**src/sv/gf128m_pkg.sv**
```systemverilog
// Shared constants and the field helper for the GF(2^128) multiplier.
// No dependencies; every other file imports this package.
package gf128m_pkg;

    localparam int ELEM_W      = 128;
    localparam int HALF_W      = 64;
    localparam int DIGIT_W_DEF = 8;

    // x^128 = x^7 + x^2 + x + 1 modulo the field polynomial.
    localparam logic [ELEM_W-1:0] FOLD_POLY = ELEM_W'(8'h87);

    typedef logic [ELEM_W-1:0] elem_t;

    // Multiply a reduced element by x and reduce again.
    function automatic elem_t mul_x(elem_t v);
        elem_t shifted;
        shifted = {v[ELEM_W-2:0], 1'b0};
        return v[ELEM_W-1] ? (shifted ^ FOLD_POLY) : shifted;
    endfunction

endpackage

```
**src/sv/gf128m_cell.sv**
```systemverilog
// One cell of the multiplier chain: folds one digit of operand b into the
// running reduced product and hands everything on to the next cell.
// Depends on gf128m_pkg.
module gf128m_cell
    import gf128m_pkg::*;
#(
    parameter int DIGIT_W = DIGIT_W_DEF,
    parameter int INDEX   = 0
)
(
    input  logic  clk,
    input  logic  rst_n,
    input  logic  enable,
    input  logic  valid_in,
    input  elem_t acc_in,
    input  elem_t a_in,
    input  elem_t b_in,
    output logic  valid_out,
    output elem_t acc_out,
    output elem_t a_out,
    output elem_t b_out
);

    // Cells take digits of b from the top down, so the chain is Horner's rule.
    localparam int BIT_HI = ELEM_W - 1 - INDEX * DIGIT_W;

    logic               valid_reg;
    elem_t              acc_reg;
    elem_t              acc_next;
    elem_t              a_reg;
    elem_t              b_reg;
    logic [DIGIT_W-1:0] digit;

    assign digit = b_in[BIT_HI -: DIGIT_W];

    always_comb
    begin
        acc_next = acc_in;
        for (int j = DIGIT_W - 1; j >= 0; j--)
        begin
            acc_next = mul_x(acc_next) ^ ({ELEM_W{digit[j]}} & a_in);
        end
    end

    always_ff @(posedge clk or negedge rst_n)
    begin
        if (!rst_n)
        begin
            valid_reg <= 1'b0;
        end
        else if (enable)
        begin
            valid_reg <= valid_in;
        end
    end

    always_ff @(posedge clk)
    begin
        if (enable)
        begin
            acc_reg <= acc_next;
            a_reg   <= a_in;
            b_reg   <= b_in;
        end
    end

    assign valid_out = valid_reg;
    assign acc_out   = acc_reg;
    assign a_out     = a_reg;
    assign b_out     = b_reg;

endmodule

```
**config.mk**
```make
export PLATFORM = sky130hd
export DESIGN_NAME = gf128m_cell
export DESIGN_NICKNAME = d
export VERILOG_FILES = /design/src/sv/gf128m_pkg.sv /design/src/sv/gf128m_cell.sv
export SDC_FILE = /design/constraint.sdc
export NUM_CORES = 1
export LEC_CHECK = 0
export ABC_AREA = 1
export BUFFER_PORTS_ARGS = -buffer_cell sky130_fd_sc_hd__buf_2
export CORE_AREA = 4 4 299 301
export CTS_CLUSTER_DIAMETER = 100
export DETAILED_ROUTE_END_ITERATION = 8
export DIE_AREA = 0 0 303 305
export GPL_TIMING_DRIVEN = 0
export PLACE_DENSITY = 0.52
export SYNTH_ARGS = -nofsm -noshare
export SYNTH_HDL_FRONTEND = slang
export SYNTH_SLANG_ARGS = --single-unit
```
**constraint.sdc**
```tcl
create_clock -name clk -period 0.9 [get_ports clk]
set_input_delay 0.18 -clock clk [delete_from_list [all_inputs] [get_ports clk]]
set_output_delay 0.18 -clock clk [all_outputs]
set_load 0.005 [all_outputs]
```
==> run metrics, run 1 <==
drt pass-1 iters=5; initial antenna violation count=22; setup TNS=-185.66 ns; I/O Pins=773; worst-margin pin slew=0.640 ns; Syn. warnings=0; Hold Crit Class=in2reg; DRT antenna net count=0; die span in y=305 um; WP data required=0.72 ns; total power draw=68200 uW; cell count of the worst reg-to-reg path=1; Total Die Area=92400 um^2; fin crit share=1.57; # nets final=4439; ys flop type=edfxtp_1; nature of the critical path endpoint=output pin; crit-path max cell delay=0.45 ns; WP buf/inv=1; Reg2Reg Setup Slack=0.16 ns; buffer type at the clock tree root=clkbuf_16; setup ws final=-0.510 ns; most common cell after layout, fill and taps aside=nand2_1; Mapped Cells=2970; Area Overhead vs Synth=60.8%; DR WL/cell=20.3 um; CTS tree=done; relative slew slack=0.573; most frequent cells in the layout=nand2_1, buf_2, edfxtp_1; H-tree levels=2; Post-synth EDFFs=384; outcome=finished with violations; fin area=43000 um^2; CP max FO=1; kind of critical path=reg2out; Post-CTS Hold Fix Bufs=259; worst setup path endpoint=acc_out[10]; achievable clock frequency=709 MHz; Crit Reg-Reg Startpoint=valid_out$_DFFE_PN0P_; worst slack at placement=-1.53 ns; Yosys top cell area share=0.431; area leader, netlist=edfxtp_1; I/O Buffers=771; PwrDens=1590 nW/um^2; Iteration-0 DRC Markers=1265; Placed Area=32500 um^2; Max VDD drop=1.60 mV; Seq cells post-synth=385; Synth Net Count=3358; global-route wire length before repair=151 mm; asr flop ratio synth=0.00260; Clock Tree Buf Depth=3; RSZ-0062 raised after global routing=yes; WP data arrival=1.23 ns; final slew viol count=0; Clock transition at path regs=0.06 ns; Core Footprint=86600 um^2; GRT Resource Usage Total=0.216; vias in the first global route=23800; reg-to-reg critical path endpoint=valid_out$_DFFE_PN0P_; skew final=0 ns; largest net degree at the start of global routing=97; post-synthesis average cell area=9.01 um^2; Post-Syn Area=26800 um^2; Worst Setup SP=acc_out[10]$_DFFE_PP_; chip width=303 um; WL final=106 mm; DRC viols=0; min-delay src=enable; unique cell type count in the Yosys netlist=24; Num CTS Buffers=49; clock sinks=385; Detail Placement HPWL=72.3 mm; CP max-delay cell=edfxtp_1; DR vias/cell=4.46; sequential area share after synthesis=0.432; clk_lat worst skew=0.64 ns; Worst setup SP type=register; Static Leak=0.0194 uW; cells along the critical path=buf_2; endpoints failing hold=10; Hold Slack=-0.0355 ns; FP Rows=108; Worst path depth=1; Initial Util=0.309; post-layout min period=1.41 ns; routability-driven placement congestion ratio=0.813; Max Cap Viol=0; failing checks=hold timing, setup timing; Crit path max-delay family=flip-flops; Area contributors post-synth=edfxtp_1, xnor2_1, nand2_1; DR vias=23400; layout cell share with drive strength beyond 1=0.395; GR Overflow Total=0; Final Setup Violations=513
==> state kept, by name (all words and copies together), names as in the netlist <==
name	count
a_out	128
acc_out	128
valid_out	1
b_out	128
==> Yosys cell counts (3+ instances only) <==
cell / n
nand2_1: 1116
xnor2_2: 3
nand2_2: 14
buf_2: 63
edfxtp_1: 384
clkbuf_1: 135
nand4_1: 3
buf_1: 4
nand3b_1: 7
buf_6: 15
nand3_1: 33
nor2_1: 7
buf_8: 3
xnor2_1: 622
inv_1: 154
buf_4: 23
xor2_1: 377
==> worst min path at each step <==
stage                     slack (ns)  depth (start not counted)               endpoint
final                          -0.04                          1  acc_out[20]$_DFFE_PP_
after global routing           -0.06                          1  acc_out[20]$_DFFE_PP_
after CTS                      -0.08                          1   acc_out[3]$_DFFE_PP_
after detailed placement       -0.04                          1  valid_out$_DFFE_PN0P_
after global placement         -0.04                          1  valid_out$_DFFE_PN0P_
after floorplan                -0.12                          0  valid_out$_DFFE_PN0P_
==> per-layer routing <==
layer / vias up / GRT usage / wire length, um / part of all wire
li1: 11200 / - / - / -
met1: 11300 / 0.253 / 41700 / 0.39
met2: 664 / 0.397 / 55400 / 0.52
met3: 168 / 0.0396 / 6210 / 0.058
met4: 14 / 0.0651 / 3120 / 0.029
met5: - / 0 / 97 / 0.00091
==> cell type report <==
| class | count | area [um^2] |
|---|---|---|
| Antenna cell | 6 | 15.0 |
| Clock inverter | 35 | 399 |
| Timing Repair Buffer | 1140 | 8620 |
| Sequential cell | 385 | 11600 |
| Tap cell | 1155 | 1450 |
| Clock buffer | 57 | 1270 |
| Fill cell | 7971 | 43600 |
| Inverter | 154 | 578 |
| Multi-Input combinational cell | 2188 | 17400 |
| Buffer | 133 | 1740 |
==> what timing repair did <==
item	CTS	global route
resized for setup	578	548
setup buffers	45	39
setup endpoints to repair	819	513
gates cloned	24	16
pin swaps	347	418
endpoints found under the hold margin	295	37
==> through the flow <==
step | utilization | cells
after floorplan | - | 2970
after global placement | 0.375 | 4896
after detailed placement | 0.376 | 4899
after CTS | 0.466 | 5319
after global routing | 0.497 | 5253
final | 0.497 | 5253
==> report_power, final <==
part | internal, uW | total [uW] | switching, uW | leakage (uW)
sequential | 23300 | 24100 | 733 | 0.00377
clock | 11700 | 20500 | 8750 | 0.000804
combinational | 11300 | 23700 | 12400 | 0.0148
==> logic make-up (layout without fill, tap and decap cells) <==
| group | Yosys count | after routing | share of synthesized area |
|---|---|---|---|
| simple gates | 1183 | 1183 | 0.171 |
| xor+xnor | 1003 | 1003 | 0.329 |
| compound gates | 1 | 1 | 0.000281 |
| other cells | 0 | 6 | 0 |
| flops | 385 | 385 | 0.432 |
| mux | 1 | 1 | 0.000421 |
| buf+inv | 397 | 1519 | 0.0673 |
Note: power is estimated with default switching activity, not from simulation.
==> inputs of run 2 (changes only) <==
==> config.mk (replaced) <==
export PLATFORM = sky130hd
export DESIGN_NAME = gf128m_cell
export DESIGN_NICKNAME = d
export VERILOG_FILES = /design/src/sv/gf128m_pkg.sv /design/src/sv/gf128m_cell.sv
export SDC_FILE = /design/constraint.sdc
export NUM_CORES = 1
export LEC_CHECK = 0
export BUFFER_PORTS_ARGS = -buffer_cell sky130_fd_sc_hd__buf_2
export CORE_AREA = 4 4 301 303
export CTS_CLUSTER_DIAMETER = 100
export DETAILED_ROUTE_END_ITERATION = 8
export DIE_AREA = 0 0 305 307
export GPL_TIMING_DRIVEN = 0
export PLACE_DENSITY = 0.5
export SYNTH_ARGS = -nofsm -noshare
export SYNTH_HDL_FRONTEND = slang
export SYNTH_SLANG_ARGS = --single-unit
==> run 2 against run 1 <==
Net effect:
- the flow finishes with violations (setup timing)
- non-clock buffer count is 205 higher
- wire length is 1.9% higher
- hold slack better by 0.076 ns
- die area is 1.3% higher
- register-to-register slack worse by 0.14 ns
- total power is 1.3% higher
- maximum frequency is 0.68% higher
- worst setup slack better by 0.0095 ns
- flip-flop and latch count stayed put
- highest routed layer unchanged
==> run metrics, run 2 <==
die span in y=307 um (+0.66%); WP data arrival=1.22 ns (about the same); layout cell share with drive strength beyond 1=0.444 (+0.0494); CP max-delay cell=edfxtp_1; Area contributors post-synth=edfxtp_1, xnor2_1, nand2_1; Num CTS Buffers=47 (-4.1%); min-delay src=acc_in[98]; RSZ-0062 raised after global routing=yes; Gate power share=0.379 (+0.032); CP max FO=1 (unchanged); Crit path max-delay family=flip-flops; Int Pwr=47700 uW (+2.9%); Crit Reg-Reg Startpoint=valid_out$_DFFE_PN0P_; failing checks=setup timing; Post-Syn Area=25600 um^2 (-4.3%); skew final=0 ns (unchanged); CTS tree=done; H-tree levels=2 (unchanged); PwrDens=1550 nW/um^2 (-2.0%); Seq cells post-synth=385 (unchanged); routability-driven placement congestion ratio=0.800 (-1.6%); relative slew slack=0.593 (+0.0198); global-route wire length before repair=155 mm (+2.3%); clk_lat worst skew=0.58 ns (-0.06 ns); cells along the critical path=buf_2; Synth Net Count=3071 (-8.5%); DR vias=22600 (-3.6%); WP data required=0.72 ns (about the same); Total Die Area=93600 um^2 (+1.3%); Worst setup SP type=register; Max VDD drop=1.46 mV (-8.8%); unique cell type count in the Yosys netlist=14 (-42%); Initial Util=0.291 (-0.0177); Clk pwr share=0.271 (-0.029); GR Overflow Total=0 (unchanged); sw frac=0.309 (-0.0108); Mapped Cells=2683 (-9.7%); DRT antenna net count=0 (unchanged); sequential area share after synthesis=0.451 (+0.0192); final slew viol count=0 (unchanged); crit-path max cell delay=0.45 ns (about the same); total power draw=69100 uW (+1.3%); Hold EP=acc_out[106]$_DFFE_PP_; post-layout min period=1.40 ns (-0.00946 ns); Reg area=11600 um^2 (unchanged); Area Overhead vs Synth=73.6%; endpoints failing hold=0 (-10); asr flop ratio synth=0.00260 (unchanged); commonest cells in the synthesized netlist=nand2_1, xnor2_1, edfxtp_1; area leader, netlist=edfxtp_1; largest net degree at the start of global routing=78 (-20%); post-synthesis average cell area=9.55 um^2 (+6.0%); sequential share of power=0.350 (-0.003); WL final=109 mm (+1.9%); Post-synth EDFFs=384 (unchanged); Net Sw Power=21400 uW (-2.1%); ys flop type=edfxtp_1; most common cell after layout, fill and taps aside=buf_2; FP Rows=109 (+0.93%); Placed Area=32600 um^2 (+0.12%); Max Cap Viol=0 (unchanged); Final Setup Violations=543 (+5.8%); Syn. warnings=0 (unchanged); # nets final=4358 (-1.8%); reg-to-reg critical path endpoint=valid_out$_DFFE_PN0P_; Hold Path Cell Cnt=3 (+2); I/O Buffers=772 (+0.13%); Core Footprint=88000 um^2 (+1.6%); Static Leak=0.0189 uW (-2.6%); most numerous cell in the Yosys netlist=nand2_1; Reg2Reg Setup Slack=0.02 ns (-0.14 ns); clock sinks=385 (unchanged); fin area=44500 um^2 (+3.4%); Multi-input gate area=17400 um^2 (+0.27%); setup ws final=-0.501 ns (+0.00946 ns); nature of the critical path endpoint=output pin; Worst Setup SP=b_out[50]$_DFFE_PP_; fin crit share=1.56 (-0.0105); DR WL/cell=21.0 um (+3.4%); worst-margin pin slew=0.611 ns (-0.0297 ns); drt pass-1 iters=5 (unchanged); WP buf/inv=1 (unchanged); Yosys top cell area share=0.450 (+0.0192); fillcell total=8031 (+0.75%); Clock transition at path regs=0.07 ns (about the same); GRT Resource Usage Total=0.218 (+0.00220); Iteration-0 DRC Markers=1273 (+0.63%); outcome=finished with violations; Clock Tree Buf Depth=3 (unchanged); DR vias/cell=4.36 (-2.2%); buffer type at the clock tree root=clkbuf_16; achievable clock frequency=714 MHz (+0.68%); cell count of the worst reg-to-reg path=2 (+1); I/O Pins=773 (unchanged); Detail Placement HPWL=74.3 mm (+2.7%); DRC viols=0 (unchanged); initial antenna violation count=9 (-59%); most frequent cells in the layout=buf_2, nand2_1, xnor2_1; chip width=305 um (+0.66%); Hold Crit Class=in2reg; vias in the first global route=23100 (-2.7%); kind of critical path=reg2out
-- run 2: timing repair --
item	4_1_cts	5_1_grt
gates cloned	40	8
resized for setup	494	484
endpoints found under the setup margin	807	616
setup buffers	82	35
pin swaps	386	417
hold endpoints to repair	367	0
hold buffers	368	0
-- run 2: kinds of logic (layout without fill, tap and decap cells) --
| kind of cell | count (synthesis) | count (layout) | share of synthesized area |
|---|---|---|---|
| and+or+nand+nor | 1024 | 1024 | 0.150 |
| muxes | 1 | 1 | 0.000440 |
| other | 0 | 5 | 0 |
| xor gates and xnor gates | 1033 | 1033 | 0.360 |
| DFF | 385 | 385 | 0.451 |
| buffers and inverters | 240 | 1565 | 0.0379 |
-- run 2: power by group through the flow --
| stage | combinational, uW | clock, uW | sequential (uW) |
|---|---|---|---|
| 6_report | 26200 | 18700 | 24200 |
| 5_1_grt | 28000 | 20000 | 24400 |
| 4_1_cts | 24400 | 19200 | 24200 |
| 3_5_place_dp | 20400 | 0 | 24500 |
| 3_3_place_gp | 20300 | 0 | 24700 |
| 2_1_floorplan | 12100 | 0 | 25000 |
-- run 2: layout make-up --
cell class / count / area share
Clock inverter: 30 / 0.00540
Buffer: 181 / 0.0495
Antenna cell: 5 / 0.000281
Sequential cell: 385 / 0.260
Timing Repair Buffer: 1297 / 0.232
Clock buffer: 57 / 0.0278
Multi-Input combinational cell: 2058 / 0.392
Tap cell: 1165 / 0.0328
-- run 2: worst max-delay path by stage --
stage	cells past startpoint	to	slack, ns
after floorplan	6	acc_out[1]$_DFFE_PP_	-0.72
after global placement	2	valid_out$_DFFE_PN0P_	-7.06
after detailed placement	3	b_out[16]$_DFFE_PP_	-1.42
after CTS	1	b_out[18]	-0.58
after global routing	1	b_out[18]	-0.55
final	1	b_out[50]	-0.50
-- run 2: routing by layer --
metal  GRT usage  share of wire  routed length (um)
met4      0.0438          0.020                2140
met2       0.406           0.53               57500
met5           0        0.00012                  13
met1       0.267           0.40               43600
met3      0.0338          0.048                5250
-- run 2: metrics by stage --
stage	hold slack, ns	setup WS, ns	util	TNS [ns]	std cells
finish	0.0400	-0.501	0.506	-182.22	5178
floorplan	-0.116	-0.724	-	-71.51	2683
detailed placement	-0.0449	-1.42	0.370	-470.61	4623
global route	0.0190	-0.549	0.506	-209.50	5175
global placement	-0.0443	-7.06	0.369	-2705.94	4620
CTS	0.00249	-0.584	0.474	-197.81	5197
